**config.mk**
```make
export PLATFORM = sky130hd
export DESIGN_NAME = lru_page_replacement
export DESIGN_NICKNAME = d
export VERILOG_FILES = /design/src/rtl/core/lru_pkg.sv /design/src/rtl/core/lru_ctrl.sv /design/src/rtl/core/lru_dp.sv /design/src/rtl/core/lru_page_replacement.sv
export SDC_FILE = /design/constraint.sdc
export NUM_CORES = 1
export LEC_CHECK = 0
export BUFFER_PORTS_ARGS = -buffer_cell sky130_fd_sc_hd__buf_4
export CAP_MARGIN = 5
export CORE_ASPECT_RATIO = 0.75
export CORE_MARGIN = 2
export CORE_UTILIZATION = 61
export DETAILED_ROUTE_END_ITERATION = 8
export GPL_TIMING_DRIVEN = 1
export PLACE_DENSITY = 0.88
export SYNTH_ARGS = -nofsm -noshare
export SYNTH_HDL_FRONTEND = slang
export SYNTH_SLANG_ARGS = --single-unit
```
**constraint.sdc**
```tcl
create_clock -name clk -period 5.9 [get_ports clk]
set_input_delay 0 -clock clk [delete_from_list [all_inputs] [get_ports clk]]
set_output_delay 0 -clock clk [all_outputs]
set_load 0.05 [all_outputs]
```
**src/rtl/core/lru_pkg.sv**
```systemverilog
// ----------------------------------------------------------------------------
// LRU page replacement package
// Shared constants and the command and status types that join the controller
// and the datapath.
// ----------------------------------------------------------------------------
`default_nettype none

package lru_pkg;

	// Default sizes for the top-level parameters.
	localparam int FRAMES_MAX_DEF = 8;
	localparam int PAGE_BITS_DEF  = 16;
	localparam int STAMP_BITS_DEF = 32;

	// Fixed field widths.
	localparam int CFG_W   = 4;
	localparam int SLOT_W  = 3;
	localparam int EVICT_W = 16;
	localparam int FAULT_W = 32;
	localparam int APB_AW  = 3;
	localparam int APB_DW  = 32;

	// Register map, as register indexes.
	localparam logic REG_FRAMES_IN_USE = 1'b0;

	// Reset value of the frame count register.
	localparam logic [CFG_W-1:0] FRAMES_IN_USE_RST = 4'd3;

	// Commands from the controller to the datapath.
	typedef struct packed {
		logic load;    // capture the reference and start a search
		logic issue;   // read the next frame entry
		logic commit;  // update the table and load the result register
	} dp_cmd_t;

	// Status from the datapath to the controller.
	typedef struct packed {
		logic issue_last;  // the current read is the last active frame
		logic out_free;    // the result register can take a new result
	} dp_sts_t;

endpackage

`default_nettype wire

```
**src/rtl/core/lru_ctrl.sv**
```systemverilog
// ----------------------------------------------------------------------------
// LRU page replacement controller
// Sequences one reference: capture, frame scan, pipeline drain and commit.
// ----------------------------------------------------------------------------
`default_nettype none

module lru_ctrl (
	input  wire              clk,
	input  wire              arst_n,
	input  wire              in_valid,
	output logic             in_stall,
	input  lru_pkg::dp_sts_t sts,
	output lru_pkg::dp_cmd_t cmd
);

	typedef enum logic [3:0] {
		ST_IDLE   = 4'b0001,
		ST_SCAN   = 4'b0010,
		ST_DRAIN  = 4'b0100,
		ST_COMMIT = 4'b1000
	} state_t;

	state_t state_q;
	state_t state_d;

	// Input is taken only while no reference is in progress.
	assign in_stall = (state_q != ST_IDLE);

	// Next state and command decode.
	always_comb begin
		state_d    = state_q;
		cmd.load   = 1'b0;
		cmd.issue  = 1'b0;
		cmd.commit = 1'b0;
		case (state_q)
			ST_IDLE: begin
				if (in_valid) begin
					cmd.load = 1'b1;
					state_d  = ST_SCAN;
				end
			end
			ST_SCAN: begin
				cmd.issue = 1'b1;
				if (sts.issue_last) begin
					state_d = ST_DRAIN;
				end
			end
			ST_DRAIN: begin
				state_d = ST_COMMIT;
			end
			ST_COMMIT: begin
				if (sts.out_free) begin
					cmd.commit = 1'b1;
					state_d    = ST_IDLE;
				end
			end
			default: begin
				state_d = ST_IDLE;
			end
		endcase
	end

	// State register.
	always_ff @(posedge clk or negedge arst_n) begin
		if (!arst_n) begin
			state_q <= ST_IDLE;
		end else begin
			state_q <= state_d;
		end
	end

endmodule

`default_nettype wire

```
**src/rtl/core/lru_dp.sv**
```systemverilog
// ----------------------------------------------------------------------------
// LRU page replacement datapath
// Frame tables, the scan pipeline with hit and minimum search, the reference
// clock, the fault counter and the result register.
// ----------------------------------------------------------------------------
`default_nettype none

module lru_dp #(
	parameter int FRAMES_MAX = lru_pkg::FRAMES_MAX_DEF,
	parameter int PAGE_BITS  = lru_pkg::PAGE_BITS_DEF,
	parameter int STAMP_BITS = lru_pkg::STAMP_BITS_DEF
) (
	input  wire                             clk,
	input  wire                             arst_n,
	input  lru_pkg::dp_cmd_t                cmd,
	output lru_pkg::dp_sts_t                sts,
	input  wire [lru_pkg::CFG_W-1:0]        frames_in_use,
	input  wire [PAGE_BITS-1:0]             page_number,
	input  wire                             last_ref,
	input  wire                             out_stall,
	output logic                            out_valid,
	output logic                            hit,
	output logic [lru_pkg::SLOT_W-1:0]      frame_slot,
	output logic                            evicted_valid,
	output logic [lru_pkg::EVICT_W-1:0]     evicted_page,
	output logic [lru_pkg::FAULT_W-1:0]     fault_total
);

	localparam int IDX_W = (FRAMES_MAX > 1) ? $clog2(FRAMES_MAX) : 1;

	// Frame tables; an entry is meaningful only while its valid bit is set.
	logic [PAGE_BITS-1:0]  page_mem  [FRAMES_MAX];
	logic [STAMP_BITS-1:0] stamp_mem [FRAMES_MAX];
	logic [FRAMES_MAX-1:0] valid_q;

	// Captured reference.
	logic [PAGE_BITS-1:0]  page_q;
	logic                  last_q;
	logic [IDX_W-1:0]      nm1_q;
	logic [IDX_W-1:0]      nm1_d;

	// Scan pipeline.
	logic [IDX_W-1:0]      rd_idx_q;
	logic                  cmp_vld_s1;
	logic [IDX_W-1:0]      cmp_idx_s1;
	logic [PAGE_BITS-1:0]  rd_page_s1;
	logic [STAMP_BITS-1:0] rd_stamp_s1;
	logic                  rd_valid_s1;
	logic [STAMP_BITS-1:0] eff_stamp;
	logic                  hit_now;
	logic                  min_now;

	// Search results.
	logic                  hit_found_q;
	logic [IDX_W-1:0]      hit_idx_q;
	logic [IDX_W-1:0]      min_idx_q;
	logic [STAMP_BITS-1:0] min_stamp_q;
	logic [PAGE_BITS-1:0]  min_page_q;
	logic                  min_valid_q;

	// Counters.
	logic [STAMP_BITS-1:0]      clock_q;
	logic [lru_pkg::FAULT_W-1:0] fault_q;
	logic [lru_pkg::FAULT_W-1:0] fault_next;
	logic [IDX_W-1:0]           slot_sel;

	// Result register.
	logic                        out_valid_q;
	logic                        out_hit_q;
	logic [lru_pkg::SLOT_W-1:0]  out_slot_q;
	logic                        out_ev_valid_q;
	logic [lru_pkg::EVICT_W-1:0] out_ev_page_q;
	logic [lru_pkg::FAULT_W-1:0] out_fault_q;

	// Active frame count minus one: zero counts as one, larger values clamp.
	always_comb begin
		if (frames_in_use == '0) begin
			nm1_d = '0;
		end else if (int'(frames_in_use) > FRAMES_MAX) begin
			nm1_d = IDX_W'(FRAMES_MAX - 1);
		end else begin
			nm1_d = IDX_W'(frames_in_use - lru_pkg::CFG_W'(1));
		end
	end

	// Capture the reference at the start of a transaction.
	always_ff @(posedge clk) begin
		if (cmd.load) begin
			page_q <= page_number;
			last_q <= last_ref;
			nm1_q  <= nm1_d;
		end
	end

	// Read address counter and compare-stage valid.
	always_ff @(posedge clk or negedge arst_n) begin
		if (!arst_n) begin
			rd_idx_q   <= '0;
			cmp_vld_s1 <= 1'b0;
			cmp_idx_s1 <= '0;
		end else begin
			cmp_vld_s1 <= cmd.issue;
			if (cmd.load) begin
				rd_idx_q <= '0;
			end else if (cmd.issue) begin
				cmp_idx_s1 <= rd_idx_q;
				rd_idx_q   <= rd_idx_q + IDX_W'(1);
			end
		end
	end

	assign sts.issue_last = (rd_idx_q == nm1_q);
	assign sts.out_free   = !out_valid_q || !out_stall;

	// Frame to update: the hit frame, or the victim on a fault.
	assign slot_sel = hit_found_q ? hit_idx_q : min_idx_q;

	// Page table: written on a fault, read one entry per cycle during the scan.
	always_ff @(posedge clk) begin
		if (cmd.commit && !hit_found_q) begin
			page_mem[slot_sel] <= page_q;
		end
		rd_page_s1 <= page_mem[rd_idx_q];
	end

	// Stamp table: written on every commit.
	always_ff @(posedge clk) begin
		if (cmd.commit) begin
			stamp_mem[slot_sel] <= clock_q;
		end
		rd_stamp_s1 <= stamp_mem[rd_idx_q];
	end

	// Valid bits, read in step with the tables.
	always_ff @(posedge clk or negedge arst_n) begin
		if (!arst_n) begin
			valid_q     <= '0;
			rd_valid_s1 <= 1'b0;
		end else begin
			rd_valid_s1 <= valid_q[rd_idx_q];
			if (cmd.commit) begin
				if (last_q) begin
					valid_q <= '0;
				end else if (!hit_found_q) begin
					valid_q[slot_sel] <= 1'b1;
				end
			end
		end
	end

	// An empty frame counts as stamp zero.
	assign eff_stamp = rd_valid_s1 ? rd_stamp_s1 : '0;
	assign hit_now   = !hit_found_q && rd_valid_s1 && (rd_page_s1 == page_q);
	assign min_now   = (cmp_idx_s1 == '0) || (eff_stamp < min_stamp_q);

	// First matching frame wins the hit.
	always_ff @(posedge clk or negedge arst_n) begin
		if (!arst_n) begin
			hit_found_q <= 1'b0;
		end else if (cmd.load) begin
			hit_found_q <= 1'b0;
		end else if (cmp_vld_s1 && hit_now) begin
			hit_found_q <= 1'b1;
		end
	end

	// Hit index and the running minimum; strict compare keeps the lowest index.
	always_ff @(posedge clk) begin
		if (cmp_vld_s1) begin
			if (hit_now) begin
				hit_idx_q <= cmp_idx_s1;
			end
			if (min_now) begin
				min_idx_q   <= cmp_idx_s1;
				min_stamp_q <= eff_stamp;
				min_page_q  <= rd_page_s1;
				min_valid_q <= rd_valid_s1;
			end
		end
	end

	// Saturating fault count including this reference.
	assign fault_next = (!hit_found_q && (fault_q != '1)) ?
		fault_q + lru_pkg::FAULT_W'(1) : fault_q;

	// Reference clock and fault counter; a last reference clears both.
	always_ff @(posedge clk or negedge arst_n) begin
		if (!arst_n) begin
			clock_q <= '0;
			fault_q <= '0;
		end else if (cmd.load) begin
			if (clock_q != '1) begin
				clock_q <= clock_q + STAMP_BITS'(1);
			end
		end else if (cmd.commit) begin
			if (last_q) begin
				clock_q <= '0;
				fault_q <= '0;
			end else begin
				fault_q <= fault_next;
			end
		end
	end

	// Result valid: set on commit, cleared once the transaction is taken.
	always_ff @(posedge clk or negedge arst_n) begin
		if (!arst_n) begin
			out_valid_q <= 1'b0;
		end else if (cmd.commit) begin
			out_valid_q <= 1'b1;
		end else if (!out_stall) begin
			out_valid_q <= 1'b0;
		end
	end

	// Result payload.
	always_ff @(posedge clk) begin
		if (cmd.commit) begin
			out_hit_q      <= hit_found_q;
			out_slot_q     <= lru_pkg::SLOT_W'(slot_sel);
			out_ev_valid_q <= !hit_found_q && min_valid_q;
			out_ev_page_q  <= (!hit_found_q && min_valid_q) ?
				lru_pkg::EVICT_W'(min_page_q) : '0;
			out_fault_q    <= fault_next;
		end
	end

	assign out_valid     = out_valid_q;
	assign hit           = out_hit_q;
	assign frame_slot    = out_slot_q;
	assign evicted_valid = out_ev_valid_q;
	assign evicted_page  = out_ev_page_q;
	assign fault_total   = out_fault_q;

	// A commit never overwrites a result that is still stalled.
	assert property (@(posedge clk) disable iff (!arst_n)
		cmd.commit |-> (!out_valid_q || !out_stall))
		else $error("commit while result register is held");

	// The compare stage only sees active frames.
	assert property (@(posedge clk) disable iff (!arst_n)
		cmp_vld_s1 |-> (cmp_idx_s1 <= nm1_q))
		else $error("compare index beyond active frames");

	// A result is never both a hit and an eviction.
	assert property (@(posedge clk) disable iff (!arst_n)
		out_valid_q |-> !(out_hit_q && out_ev_valid_q))
		else $error("hit result reports an eviction");

	// A fault fills its frame, so the frame is valid afterwards.
	assert property (@(posedge clk) disable iff (!arst_n)
		(cmd.commit && !hit_found_q && !last_q) |=> valid_q[$past(min_idx_q)])
		else $error("faulted frame not marked valid");

endmodule

`default_nettype wire

```
**src/rtl/core/lru_page_replacement.sv**
```systemverilog
// ----------------------------------------------------------------------------
// LRU page replacement
// Top level: configuration register, controller and datapath.
// ----------------------------------------------------------------------------
// Each page reference passes from acceptance through a scan of n frames,
// where n is the number of active frames (the frames_in_use register, with
// zero read as one and values above FRAMES_MAX clamped), then a drain of
// the compare stage and a commit into the output register. The scan sets
// the pace: the page and stamp tables are read one frame per cycle through a
// registered read port, and the hit search and the least-recently-used
// search share that single pass. The next reference is accepted in the
// cycle after the commit. The commit waits while the output register holds
// a stalled result, and the input stays stalled for that time. A new
// reference is accepted while a finished result waits in the output
// register. No clearing pass is needed after reset.
`default_nettype none

module lru_page_replacement #(
	parameter int FRAMES_MAX = lru_pkg::FRAMES_MAX_DEF,
	parameter int PAGE_BITS  = lru_pkg::PAGE_BITS_DEF,
	parameter int STAMP_BITS = lru_pkg::STAMP_BITS_DEF
) (
	input  wire                          clk,
	input  wire                          arst_n,
	// Configuration port
	input  wire                          psel,
	input  wire                          penable,
	input  wire                          pwrite,
	input  wire [lru_pkg::APB_AW-1:0]    paddr,
	input  wire [lru_pkg::APB_DW-1:0]    pwdata,
	output logic [lru_pkg::APB_DW-1:0]   prdata,
	output logic                         pready,
	// Reference channel
	input  wire                          in_valid,
	output logic                         in_stall,
	input  wire [PAGE_BITS-1:0]          page_number,
	input  wire                          last_ref,
	// Result channel
	output logic                         out_valid,
	input  wire                          out_stall,
	output logic                         hit,
	output logic [lru_pkg::SLOT_W-1:0]   frame_slot,
	output logic                         evicted_valid,
	output logic [lru_pkg::EVICT_W-1:0]  evicted_page,
	output logic [lru_pkg::FAULT_W-1:0]  fault_total
);

	logic [lru_pkg::CFG_W-1:0] frames_in_use_q;
	logic                      reg_sel;
	lru_pkg::dp_cmd_t          cmd;
	lru_pkg::dp_sts_t          sts;

	assign pready  = 1'b1;
	assign reg_sel = (paddr[2] == lru_pkg::REG_FRAMES_IN_USE);

	// Frame count register write.
	always_ff @(posedge clk or negedge arst_n) begin
		if (!arst_n) begin
			frames_in_use_q <= lru_pkg::FRAMES_IN_USE_RST;
		end else if (psel && penable && pwrite && reg_sel) begin
			frames_in_use_q <= pwdata[lru_pkg::CFG_W-1:0];
		end
	end

	// Register read-back.
	assign prdata = reg_sel ? lru_pkg::APB_DW'(frames_in_use_q) : '0;

	lru_ctrl u_ctrl (
		.clk      (clk),
		.arst_n   (arst_n),
		.in_valid (in_valid),
		.in_stall (in_stall),
		.sts      (sts),
		.cmd      (cmd)
	);

	lru_dp #(
		.FRAMES_MAX (FRAMES_MAX),
		.PAGE_BITS  (PAGE_BITS),
		.STAMP_BITS (STAMP_BITS)
	) u_dp (
		.clk           (clk),
		.arst_n        (arst_n),
		.cmd           (cmd),
		.sts           (sts),
		.frames_in_use (frames_in_use_q),
		.page_number   (page_number),
		.last_ref      (last_ref),
		.out_stall     (out_stall),
		.out_valid     (out_valid),
		.hit           (hit),
		.frame_slot    (frame_slot),
		.evicted_valid (evicted_valid),
		.evicted_page  (evicted_page),
		.fault_total   (fault_total)
	);

endmodule

`default_nettype wire
```
-- Word-level counts from Yosys, hierarchy flattened
Memory sizes are Yosys's and may differ from the RTL's. A register that Yosys moved wholly into a read port is not among the register bits.
Index checks and enable logic that the tools add are counted.
- register bits after elaboration: 218
- memory bits (writable): 384
- memories: 2
- memories (memory ; depth ; width ; rd ports ; clocked after Yosys merged registers in ; write ports ; line ; source):
    u_dp.stamp_mem ; 8 ; 32 ; 1 ; 1 ; 1 ; lru_dp.sv:33 ; logic [STAMP_BITS-1:0] stamp_mem [FRAMES_MAX];
    u_dp.page_mem ; 8 ; 16 ; 1 ; 1 ; 1 ; lru_dp.sv:32 ; logic [PAGE_BITS-1:0] page_mem [FRAMES_MAX];
- add/sub/neg operators: 4
- order comparisons: 5
- equality and inequality tests: 15
- muxes and demuxes: 35
- bitwise gates (word level): 3
- reduce and logical (&&, ||, !) cells: 28
- operators with widths (cell ; count):
    $mux W32 ; 7
    $add A32 B1 Y32 const B ; 2
    $ne A32 B32 Y1 const B ; 2
    $lt A32 B32 Y1 ; 1
    $eq A16 B16 Y1 ; 1
    $mux W4 ; 4
    $mux W8 ; 2
    $pmux W4 S4 ; 1
    $mux W1 ; 15
    $mux W3 ; 4
    $logic_and A1 B1 Y1 ; 10
    $reduce_and A2 Y1 ; 5
    $lt A3 B4 Y1 const B ; 2
    $or A8 B8 Y8 ; 1
    $reduce_bool A2 Y1 ; 4
    $ne A2 B1 Y1 const B ; 3
    $ne A2 B2 Y1 const B ; 3
    $reduce_and A3 Y1 ; 2
    $eq A4 B1 Y1 const B ; 1
    $eq A4 B2 Y1 const B ; 1
    $eq A4 B3 Y1 const B ; 1
    $eq A4 B4 Y1 const B ; 1
    $gt A4 B4 Y1 const B ; 1
    $logic_not A4 Y1 ; 1
    11 further kinds ; 15

-- Longest topological paths before layout
Gate-level depths: netlist of the first run.
- depth in word-level cells: 8
- depth in mapped cells: 9

-- Cells and area by module
A second synthesis of the first run with hierarchy kept.
- cell total of the unflattened synthesis: 1610
- area, all modules: 26560.5 um2
- modules (own cells, without submodules) (module ; times used ; cells each ; area an instance (um2) ; sequential area each (um2)):
    lru_dp ; 1 ; 1547 ; 25913.6 ; 18387.6
    lru_page_replacement ; 1 ; 44 ; 431.7 ; 102.6
    lru_ctrl ; 1 ; 19 ; 215.2 ; 101.3

-- Worst setup path after synthesis of the first run
Ideal clock, no wire load.
- kind: register to register
- from: register u_dp.out_valid_q, in the netlist u_dp.out_valid
- to: memory u_dp.stamp_mem[2][0] (netlist bit), enable pin
- data arrival time: 4.470 ns
- path slack: 1.009 ns
- cell stages (with the launch flop): 7
- path buffers: 1
- period minus slack after synthesis: 4.891 ns
- cell sequence: dfrtp_1 nand2_1 nand2_1 inv_1 clkbuf_1 nand2_1 nor2_1
- RTL lines (item ; line ; source):
    start, declared ; lru_dp.sv:68 ; logic out_valid_q;
    start signal, assigned ; lru_dp.sv:208 ; out_valid_q <= 1'b0;
    start signal, assigned ; lru_dp.sv:210 ; out_valid_q <= 1'b1;
    start signal, assigned ; lru_dp.sv:212 ; out_valid_q <= 1'b0;
    end, declared ; lru_dp.sv:33 ;

-- Final worst setup path of the first run
- from: register u_dp.rd_valid_s1
- to: register u_dp.min_stamp_q[1], enable pin
- cells in the longest elaborated chain, start to end: 4
- RTL lines (item ; line ; source):
    start, declared ; lru_dp.sv:48 ; logic rd_valid_s1;
    start signal, assigned ; lru_dp.sv:140 ; rd_valid_s1 <= valid_q[rd_idx_q];
    $mux W32 ; lru_dp.sv:152 ; assign eff_stamp = rd_valid_s1 ? rd_stamp_s1 : '0;
    named net u_dp.eff_stamp[23] ; lru_dp.sv:49 ; logic [STAMP_BITS-1:0] eff_stamp;
    $lt A32 B32 Y1 ; lru_dp.sv:154 ; assign min_now = (cmp_idx_s1 == '0) || (eff_stamp < min_stamp_q);
    $logic_or A1 B1 Y1 ; lru_dp.sv:154 ;
    $reduce_and A2 Y1 (no line) ; -- ;
    end signal, assigned ; lru_dp.sv:175 ; min_stamp_q <= eff_stamp;
    end, declared ; lru_dp.sv:57 ; logic [STAMP_BITS-1:0] min_stamp_q;
The timed path passes the listed nets, and every way through them passes these cells.
A chain may end at the register's enable or synchronous reset.

==> impl_metrics.env, run 1 <==
export IMPL_rows=65
export IMPL_cp_start_kind="flip-flop"
export IMPL_finalCriticalPeriod_ps=4080
export IMPL_whs_endpoint="u_dp.page_q[6]"
export IMPL_hold_path_startpoint="page_number[6]"
export IMPL_drtIter0Drc=1930
export IMPL_tritoncts="built"
export IMPL_power_uw=12100
export IMPL_reg2reg_slack_ps=1820
export IMPL_wl_per_cell_um=25.9
export IMPL_power_density_nw_per_um2=410
export IMPL_r2r_end="u_dp.min_stamp_q[1]"
export IMPL_wl_um=59200
export IMPL_holdPathStages=2
export IMPL_hold_viol_final=0
export IMPL_fmax_mhz=245
export IMPL_htree_levels=2
export IMPL_comb_power_share=0.190
export IMPL_drtAntennaViolNets=0
export IMPL_ys_ff_latch=650
export IMPL_grt_pass1_vias=14900
export IMPL_synth_most_common_cell="edfxtp_1"
export IMPL_yosysWarnings=0
export IMPL_synth_xor_area_share=0.0260
export IMPL_die_w_um=242
export IMPL_period_share=0.691
export IMPL_start_util=0.618
export IMPL_synth_cell_types=70
export IMPL_yosys_area_top_type_share=0.592
export IMPL_seq_power_share=0.499
export IMPL_clk_pin_slew_ps=70
export IMPL_sw_frac_of_total=0.277
export IMPL_crit_arrival_ps=4350
export IMPL_drive_above_1_share=0.228
export IMPL_p_clk_frac=0.311
export IMPL_fillCellCount=2357
export IMPL_die_h_um=183
export IMPL_power_switching_uw=3340
export IMPL_placed_cell_area_sq_um=27200
export IMPL_viasPerCell=6.43
export IMPL_netlist_top_cells_area="edfxtp_1, mux4_2, dfrtp_1"
export IMPL_slew_headroom=0.149
export IMPL_cts_setup_buffers=0
export IMPL_clock_path_buffers=3
export IMPL_min_path_type="primary input to flip-flop"
export IMPL_final_util=0.700
export IMPL_layout_cells_non_filler=2288
export IMPL_synth_top_family_by_area="multiplexers"
export IMPL_required_ps=6170
export IMPL_place_inst=2153
export IMPL_drc=0
export IMPL_boundaryPins=147
export IMPL_synth_simple_area_share=0.0704
export IMPL_avgSynthCellArea_sq_um=16.9
export IMPL_synthMuxAreaShare=0.111
export IMPL_root_buffer="clkbuf_16"
export IMPL_ff2ff_path_depth=10
export IMPL_ys_async_sr_fraction=0.138
export IMPL_core_area_sq_um=42000
export IMPL_firstDrtPassIters=6
export IMPL_worstMarginPinSlew_ps=1270
export IMPL_crit_type="flip-flop to flip-flop"
export IMPL_insertion_delay_ps=600
export IMPL_hpwl_um=31500
export IMPL_portBuffers=87
export IMPL_syn_area_sq_um=26000
export IMPL_diodes=0
export IMPL_cp_end_kind="flip-flop"
export IMPL_antenna_found_initial=0
export IMPL_intPower_uw=8720
export IMPL_fin_setup_tns_ps=0
export IMPL_p_leak_uw=0.0104
export IMPL_synth_compound_area_frac=0.0347
export IMPL_synth_edff_count=512
export IMPL_fin_area_sq_um=29400
export IMPL_maxCapViolCount=0
export IMPL_grt_overflow=0
export IMPL_final_max_slew_viol_count=0
export IMPL_synth_adder_area_share=0.0169
export IMPL_dieArea_sq_um=44300
export IMPL_grt_pass1_wl_um=89200
export IMPL_gr_usage_all_layers=0.268
export IMPL_place_congestion=0.828
export IMPL_rsz0062_at_grt="false"
export IMPL_setup_viol=0
export IMPL_vias=14700
export IMPL_irDropWorstVdd_mv=0.290
export IMPL_synthCells=1537
export IMPL_yosysTopAreaCell="edfxtp_1"
export IMPL_fin_skew_ps=19.3
export IMPL_nets=1767
export IMPL_seq_area_frac_synth=0.715
export IMPL_r2r_start="u_dp.rd_valid_s1"
export IMPL_synthFlopType="edfxtp_1"
export IMPL_outcome="finished clean"
export IMPL_syn2layout_area_growth_pct=13.3
export IMPL_grt_max_degree=62
export IMPL_cts_made_buffers=56
export IMPL_path_max_fanout=36
export IMPL_synth_common_cells="edfxtp_1, mux4_2, nor2_1, dfrtp_1"
export IMPL_clock_sinks=650
==> power by group through the flow <==
stage / Clock (uW) / Combinational, uW / Sequential (uW)
final: 3750 / 2300 / 6010
after global routing: 3940 / 2430 / 6060
after CTS: 3760 / 2260 / 5980
after detailed placement: 0 / 2130 / 6060
after global placement: 0 / 2020 / 6020
after floorplan: 0 / 1350 / 5720
==> cells in the final DEF, fill, tap and decap left out, types with 7 or more instances in the layout <==
| cell | n |
|---|---|
| inv_1 | 42 |
| mux2_2 | 56 |
| clkinv_2 | 14 |
| nor4_1 | 8 |
| dfxtp_1 | 48 |
| ha_1 | 35 |
| edfxtp_1 | 512 |
| a31oi_1 | 7 |
| nand4_1 | 26 |
| a21oi_1 | 32 |
| buf_4 | 112 |
| or3_1 | 8 |
| nor2_4 | 9 |
| conb_1 | 29 |
| dfrtp_1 | 84 |
| and4_1 | 7 |
| nand3_1 | 30 |
| xor2_1 | 39 |
| nor2_1 | 83 |
| o21ai_0 | 31 |
| nor3_1 | 10 |
| nand2_1 | 56 |
| dlygate4sd3_1 | 30 |
| xnor2_1 | 38 |
| and3_1 | 15 |
| mux4_2 | 98 |
| o31ai_1 | 23 |
| clkbuf_16 | 59 |
| and2_1 | 51 |
| clkbuf_1 | 12 |
==> final cells by class <==
class | count | area (sq um) | share of cell area
sequential | 650 | 18600 | 0.632
multi-input combinational | 777 | 6920 | 0.235
clock buffer | 77 | 1600 | 0.0545
timing repair buffer | 144 | 1180 | 0.0401
tap | 569 | 712 | 0.0242
clock inverter | 27 | 262 | 0.00888
inverter | 44 | 165 | 0.00561
==> registers in the layout, summed over array words and instances (netlist names), 4 cells and up <==
| signal | cells |
|---|---|
| u_dp.page_q | 16 |
| u_dp.rd_page_s1 | 16 |
| u_dp.min_page_q | 16 |
| frames_in_use_q | 4 |
| u_dp.stamp_mem | 256 |
| u_dp.rd_stamp_s1 | 32 |
| u_dp.fault_total | 32 |
| u_dp.evicted_page | 16 |
| u_dp.fault_q | 32 |
| u_dp.clock_q | 32 |
| u_ctrl.state_q | 4 |
| u_dp.valid_q | 8 |
| u_dp.page_mem | 128 |
| u_dp.min_stamp_q | 32 |
==> critical path: stages (launching register included) <==
cell	delay (ps)
dfrtp_1	880
buf_4	330
and2_1	190
ha_1	280
a21oi_1	290
o21a_1	220
nor2b_1	190
a221o_1	200
a22oi_1	120
a31oi_4	650
buf_12	330
==> through the flow <==
stage / hold slack (ps) / setup WS [ps]
global placement: 8.07 / 2250
detailed placement: 16.3 / 2180
floorplan: -296 / 1010
CTS: 111 / 1920
finish: 120 / 1820
global route: 129 / 1690
==> routing by layer <==
metal | routed length [um] | share of wire | global-route usage
met4 | 2280 | 0.038 | 0.102
met3 | 5940 | 0.10 | 0.0492
met2 | 29100 | 0.49 | 0.441
met5 | 0 | 0 | 0
met1 | 21900 | 0.37 | 0.363
==> kinds of logic after synthesis <==
logic type               Yosys count
AND/OR/NAND/NOR                  340
adder cells (fa/ha/maj)           35
buffers and inverters            137
AO/OA/AOI/OAI                    138
multiplexers                     158
flip-flops                       650
XOR/XNOR                          77
other                              2
==> worst max-delay path by stage <==
| stage | cells after the start | slack (ps) | to | startpoint |
|---|---|---|---|---|
| final | 10 | 1820 | u_dp.min_stamp_q[1] | u_dp.rd_valid_s1 |
| after global routing | 6 | 1690 | u_dp.stamp_mem[2][31] | u_ctrl.state_q[3] |
| after CTS | 10 | 1920 | u_dp.min_page_q[10] | u_dp.rd_valid_s1 |
| after detailed placement | 6 | 2180 | u_dp.stamp_mem[2][25] | u_ctrl.state_q[1] |
| after global placement | 8 | 2250 | u_dp.min_page_q[14] | u_dp.rd_valid_s1 |
| after floorplan | 6 | 1010 | u_dp.stamp_mem[2][0] | u_dp.out_valid |
==> timing repair <==
| item | 4_1_cts | 5_1_grt |
|---|---|---|
| endpoints found under the hold margin | 64 | 0 |
| hold buffers | 31 | 0 |
| setup endpoints to repair | 0 | 0 |
| resized for setup | 0 | 0 |
Note: power is estimated with default switching activity, not from simulation.
==> run 2, diff against run 1 <==
==> constraint.sdc (replaced) <==
create_clock -name clk -period 4.2 [get_ports clk]
set_input_delay 0 -clock clk [delete_from_list [all_inputs] [get_ports clk]]
set_output_delay 0 -clock clk [all_outputs]
set_load 0.05 [all_outputs]
==> impl_metrics.env, run 2 (synthesis results as in run 1) <==
export IMPL_rsz0062_at_grt="false"
export IMPL_setup_viol=0
export IMPL_top_register="u_dp.stamp_mem"
export IMPL_tritoncts="built"
export IMPL_power_uw=16800
export IMPL_grt_pass1_vias=14500
export IMPL_drc=0
export IMPL_dieArea_sq_um=44300
export IMPL_wl_um=59300
export IMPL_insertion_delay_ps=620
export IMPL_fin_setup_tns_ps=0
export IMPL_grt_pass1_wl_um=88800
export IMPL_cp_slowest_cell="dfrtp_1"
export IMPL_crit_arrival_ps=3910
export IMPL_outcome="finished clean"
export IMPL_r2r_start="u_dp.rd_valid_s1"
export IMPL_antenna_found_initial=0
export IMPL_finalCriticalPeriod_ps=3670
export IMPL_drtIter0Drc=1944
export IMPL_required_ps=4430
export IMPL_die_h_um=183
export IMPL_drive_above_1_share=0.225
export IMPL_path_cells="and2_1, ha_1, o221ai_1, a2111oi_0, o21ai_0, o2111ai_1, a31oi_4, buf_4"
export IMPL_seq_power_share=0.505
export IMPL_power_switching_uw=4750
export IMPL_nets=1770
export IMPL_clk_pin_slew_ps=70
export IMPL_cts_made_buffers=55
export IMPL_fin_skew_ps=29.8
export IMPL_viasPerCell=6.41
export IMPL_vias=14700
export IMPL_slew_headroom=0.186
export IMPL_mostFrequentLayoutCells="edfxtp_1, buf_4, mux4_2"
export IMPL_final_common_cell="edfxtp_1"
export IMPL_power_density_nw_per_um2=571
export IMPL_root_buffer="clkbuf_16"
export IMPL_final_max_slew_viol_count=0
export IMPL_comb_power_share=0.191
export IMPL_reg2reg_slack_ps=530
export IMPL_sw_frac_of_total=0.283
export IMPL_p_clk_frac=0.304
export IMPL_intPower_uw=12000
export IMPL_cp_start_kind="flip-flop"
export IMPL_ctsResizeCount=0
export IMPL_gr_usage_all_layers=0.269
export IMPL_die_w_um=242
export IMPL_start_util=0.618
export IMPL_fillCellCount=2415
export IMPL_crit_type="flip-flop to flip-flop"
export IMPL_htree_levels=2
export IMPL_place_congestion=0.849
export IMPL_biggestRegsByFlops="u_dp.stamp_mem: 256 flops, u_dp.page_mem: 128 flops"
export IMPL_irDropWorstVdd_mv=0.435
export IMPL_drtAntennaViolNets=0
export IMPL_path_max_fanout=36
export IMPL_grt_overflow=0
export IMPL_clock_path_buffers=3
export IMPL_portBuffers=87
export IMPL_critPathMaxStageDelay_ps=1060
export IMPL_rows=65
export IMPL_fmax_mhz=272
export IMPL_hpwl_um=32700
export IMPL_syn2layout_area_growth_pct=13.0
export IMPL_firstDrtPassIters=6
export IMPL_cts_setup_buffers=0
export IMPL_boundaryPins=147
export IMPL_grt_max_degree=64
export IMPL_min_path_type="primary input to async pin"
export IMPL_r2r_end="u_dp.min_page_q[13]"
export IMPL_clock_sinks=650
export IMPL_cp_end_kind="flip-flop"
export IMPL_largest_register_ffs=256
export IMPL_crit_family="compound AO/OA/AOI/OAI gates"
export IMPL_core_area_sq_um=42000
export IMPL_ff2ff_path_depth=8
export IMPL_hold_viol_final=0
export IMPL_wl_per_cell_um=25.9
export IMPL_worstMarginPinSlew_ps=1220
export IMPL_ctsHoldBuffers=29
export IMPL_p_leak_uw=0.0104
export IMPL_critPathBufInv=1
export IMPL_period_share=0.875
export IMPL_maxCapViolCount=0
[run 2: cell count changes in the layout (fill, tap and decap cells not counted), moves of 2 or more]
| cell | before | now |
|---|---|---|
| clkinv_8 | 0 | 2 |
| clkinv_1 | 5 | 16 |
| clkbuf_8 | 6 | 1 |
| clkinv_2 | 14 | 9 |
| buf_4 | 112 | 117 |
| clkbuf_16 | 59 | 55 |
[run 2: power by group through the flow]
stage / Sequential, uW / Combinational [uW] / Clock (uW)
after floorplan: 8010 / 1890 / 0
after global placement: 8490 / 2830 / 0
after detailed placement: 8550 / 2980 / 0
after CTS: 8430 / 3150 / 5080
after global routing: 8520 / 3400 / 5360
final: 8470 / 3200 / 5110
[run 2: worst max-delay path by stage]
stage	from	cells after the start	slack [ps]	to
finish	u_dp.rd_valid_s1	8	530	u_dp.min_page_q[13]
global route	u_dp.rd_valid_s1	8	460	u_dp.min_page_q[13]
CTS	u_dp.rd_valid_s1	8	600	u_dp.min_page_q[13]
detailed placement	u_dp.rd_valid_s1	8	670	u_dp.min_page_q[14]
global placement	u_dp.rd_valid_s1	8	760	u_dp.min_page_q[11]
floorplan	u_dp.out_valid	6	250	u_dp.stamp_mem[3][0]
[run 2: worst register-to-register path: stages (launching register included)]
cell and delay, ps:
dfrtp_1 1060, and2_1 310, ha_1 260, o221ai_1 180, a2111oi_0 130, o21ai_0 330, o2111ai_1 300, a31oi_4 220
buf_4 500
[run 2: metal layers]
metal	up-vias	track usage	wire (um)
met2	1028	0.439	29000
met4	0	0.102	2370
li1	6135	-	-
met1	7362	0.371	22300
met5	-	0	0
met3	183	0.0446	5680
[run 2: stage by stage]
stage | hold slack (ps) | cell area (sq um) | setup WS, ps | util | cells
5_1_grt | 106 | 29400 | 461 | 0.698 | 2292
4_1_cts | 76.8 | 29400 | 604 | 0.698 | 2292
3_3_place_gp | 128 | 27300 | 762 | 0.649 | 2159
3_5_place_dp | 146 | 27300 | 666 | 0.649 | 2159
2_1_floorplan | -296 | 26100 | 253 | - | 1564
6_report | 47.7 | 29400 | 526 | 0.698 | 2293
[run 2: final cells by class]
| cell class | instances | area [sq um] | area share |
|---|---|---|---|
| tap | 569 | 712 | 0.0242 |
| multi-input combinational | 777 | 6910 | 0.235 |
| antenna | 1 | 2.50 | 0.0000852 |
| sequential | 650 | 18600 | 0.633 |
| inverter | 44 | 165 | 0.00562 |
| clock inverter | 37 | 340 | 0.0116 |
| clock buffer | 67 | 1430 | 0.0487 |
| timing repair buffer | 148 | 1210 | 0.0412 |
==> run 3, diff against run 2 <==
--- a/config.mk
+++ b/config.mk
@@ -5,6 +5,7 @@
 export SDC_FILE = /design/constraint.sdc
 export NUM_CORES = 1
 export LEC_CHECK = 0
+export ABC_AREA = 1
 export BUFFER_PORTS_ARGS = -buffer_cell sky130_fd_sc_hd__buf_4
 export CAP_MARGIN = 5
 export CORE_ASPECT_RATIO = 0.75
@@ -15,4 +16,5 @@
 export PLACE_DENSITY = 0.88
 export SYNTH_ARGS = -nofsm -noshare
 export SYNTH_HDL_FRONTEND = slang
+export SYNTH_HIERARCHICAL = 1
 export SYNTH_SLANG_ARGS = --single-unit
==> constraint.sdc (replaced) <==
create_clock -name clk -period 3.4 [get_ports clk]
set_input_delay 0 -clock clk [delete_from_list [all_inputs] [get_ports clk]]
set_output_delay 0 -clock clk [all_outputs]
set_load 0.05 [all_outputs]
==> impl_metrics.env, run 3 <==
export IMPL_cp_slowest_cell="dfrtp_1"
export IMPL_hpwl_um=39100
export IMPL_insertion_delay_ps=630
export IMPL_drive_above_1_share=0.108
export IMPL_grt_overflow=0
export IMPL_cts_setup_buffers=0
export IMPL_yosysWarnings=6
export IMPL_whs_ps=63.0
export IMPL_vias=19300
export IMPL_ctsResizeCount=0
export IMPL_fin_skew_ps=35.9
export IMPL_min_path_type="primary input to async pin"
export IMPL_antenna_found_initial=1
export IMPL_fmax_mhz=321
export IMPL_crit_family="compound AO/OA/AOI/OAI gates"
export IMPL_gr_usage_met1=0.405
export IMPL_seq_power_share=0.482
export IMPL_clock_sinks=650
export IMPL_crit_arrival_ps=3400
export IMPL_die_h_um=187
export IMPL_ff2ff_path_depth=12
export IMPL_viasPerCell=6.03
export IMPL_netlist_top_cells_area="edfxtp_1, dfrtp_1, nor2_1"
export IMPL_synth_most_common_cell="edfxtp_1"
export IMPL_setup_viol=0
export IMPL_finalCriticalPeriod_ps=3110
export IMPL_die_w_um=248
export IMPL_ys_ff_latch=650
export IMPL_power_density_nw_per_um2=695
export IMPL_outcome="finished clean"
export IMPL_r2r_end="u_dp/min_stamp_q[6]"
export IMPL_comb_power_share=0.214
export IMPL_yosys_area_top_type_share=0.566
export IMPL_clock_path_buffers=3
export IMPL_clk_pin_slew_ps=70
export IMPL_firstDrtPassIters=9
export IMPL_core_area_sq_um=43700
export IMPL_place_inst=3057
export IMPL_largest_register_ffs=256
export IMPL_ctsHoldBuffers=32
export IMPL_tritoncts="built"
export IMPL_slew_headroom=0.391
export IMPL_drtAntennaViolNets=0
export IMPL_syn_area_sq_um=27200
export IMPL_rows=66
export IMPL_avgSynthCellArea_sq_um=11.1
export IMPL_period_share=0.916
export IMPL_path_cells="buf_4, nand2_1, inv_1, ha_1, a21oi_1, o21ai_0, nand2_1, o211ai_1, a21oi_1, nand2_1, a21oi_4, buf_4"
export IMPL_reg2reg_slack_ps=290
export IMPL_seq_area_frac_synth=0.684
export IMPL_critPathBufInv=3
export IMPL_grt_pass1_vias=18800
export IMPL_irDropWorstVdd_mv=0.479
export IMPL_synth_cell_types=48
export IMPL_drtIter0Drc=2489
export IMPL_biggestRegsByFlops="u_dp/stamp_mem: 256 flops, u_dp/page_mem: 128 flops"
export IMPL_final_max_slew_viol_count=0
export IMPL_place_congestion=0.915
export IMPL_final_common_cell="edfxtp_1"
export IMPL_start_util=0.622
export IMPL_rsz0062_at_grt="false"
export IMPL_grt_pass1_wl_um=102000
export IMPL_top_register="u_dp/stamp_mem"
export IMPL_cp_end_kind="flip-flop"
export IMPL_htree_levels=2
export IMPL_synth_common_cells="edfxtp_1, nor2_1, nand2_1, o21ai_0, inv_1"
export IMPL_portBuffers=87
export IMPL_grt_max_degree=104
export IMPL_critPathMaxStageDelay_ps=670
export IMPL_drc=0
export IMPL_grt_met2_usage=0.454
export IMPL_path_max_fanout=18
export IMPL_intPower_uw=14700
export IMPL_maxCapViolCount=0
export IMPL_nets=2664
export IMPL_required_ps=3690
export IMPL_mostFrequentLayoutCells="edfxtp_1, nor2_1, nand2_1"
export IMPL_hold_viol_final=0
export IMPL_synthFlopType="edfxtp_1"
export IMPL_wl_um=65900
export IMPL_synth_edff_count=512
export IMPL_busiest_layer="met2"
export IMPL_gr_usage_all_layers=0.286
export IMPL_cpMostUsedCell="nand2_1"
export IMPL_sw_frac_of_total=0.314
export IMPL_worstMarginPinSlew_ps=913
export IMPL_syn2layout_area_growth_pct=13.6
export IMPL_p_leak_uw=0.0119
export IMPL_diodes=0
export IMPL_root_buffer="clkbuf_16"
export IMPL_p_clk_frac=0.304
export IMPL_r2r_start="u_dp/rd_valid_s1"
export IMPL_layout_cells_non_filler=3197
export IMPL_synthCells=2447
export IMPL_grtUsageMet3=0.0426
export IMPL_power_switching_uw=6730
export IMPL_boundaryPins=147
export IMPL_cp_start_kind="flip-flop"
export IMPL_yosysTopAreaCell="edfxtp_1"
export IMPL_dieArea_sq_um=46300
export IMPL_crit_type="flip-flop to flip-flop"
export IMPL_wl_per_cell_um=20.6
export IMPL_cts_made_buffers=57
export IMPL_ys_async_sr_fraction=0.138
[run 3: area by class of cell]
class	instances	area (sq um)
flip-flops and latches	650	18600
fillers	2730	12800
multi-input cells	1478	7280
clock buffers	82	1620
repair buffers	170	1540
inverters	213	807
well taps	578	723
clock inverters	26	298
[run 3: kinds of logic after synthesis]
group | after synthesis | synth area share
other | 2 | 0.000276
AND/OR/NAND/NOR | 947 | 0.143
AO/OA/AOI/OAI | 410 | 0.0828
buffers and inverters | 346 | 0.0548
flip-flops | 650 | 0.684
XOR/XNOR | 57 | 0.0184
adder cells (fa/ha/maj) | 35 | 0.0161
[run 3: worst max-delay path by stage]
stage                startpoint                   end  slack [ps]  cells past startpoint
4_1_cts        u_dp/rd_valid_s1  u_dp/min_stamp_q[30]         390                     12
5_1_grt        u_dp/rd_valid_s1   u_dp/min_stamp_q[7]         200                     12
6_report       u_dp/rd_valid_s1   u_dp/min_stamp_q[6]         290                     12
3_3_place_gp   u_dp/rd_valid_s1   u_dp/min_stamp_q[6]         730                     12
3_5_place_dp   u_dp/rd_valid_s1   u_dp/min_stamp_q[6]         580                     12
2_1_floorplan    u_dp/out_valid  u_dp/stamp_mem[6][0]        -410                      6
[run 3: metrics by stage]
stage / power, uW / util / setup TNS (ps) / instance area (sq um) / worst slack, ps
CTS: 21400 / 0.707 / 0 / 30900 / 392
detailed placement: 14800 / 0.655 / 0 / 28600 / 577
finish: 21500 / 0.707 / 0 / 30900 / 285
floorplan: 13300 / - / -104170 / 27300 / -407
global route: 22300 / 0.707 / 0 / 30900 / 205
global placement: 14500 / 0.655 / 0 / 28600 / 732
[run 3: power by group through the flow]
stage,Combinational [uW],Clock [uW],Sequential [uW]
after floorplan,3070,0,10200
after global placement,4100,0,10400
after detailed placement,4360,0,10500
after CTS,4500,6550,10300
after global routing,5030,6850,10400
final,4600,6520,10300
[run 3: per-layer routing]
layer / wire length (um) / vias up
li1: - / 8545
met1: 25400 / 9247
met2: 31100 / 1275
met3: 7100 / 196
met4: 2280 / 0
met5: 0 / -
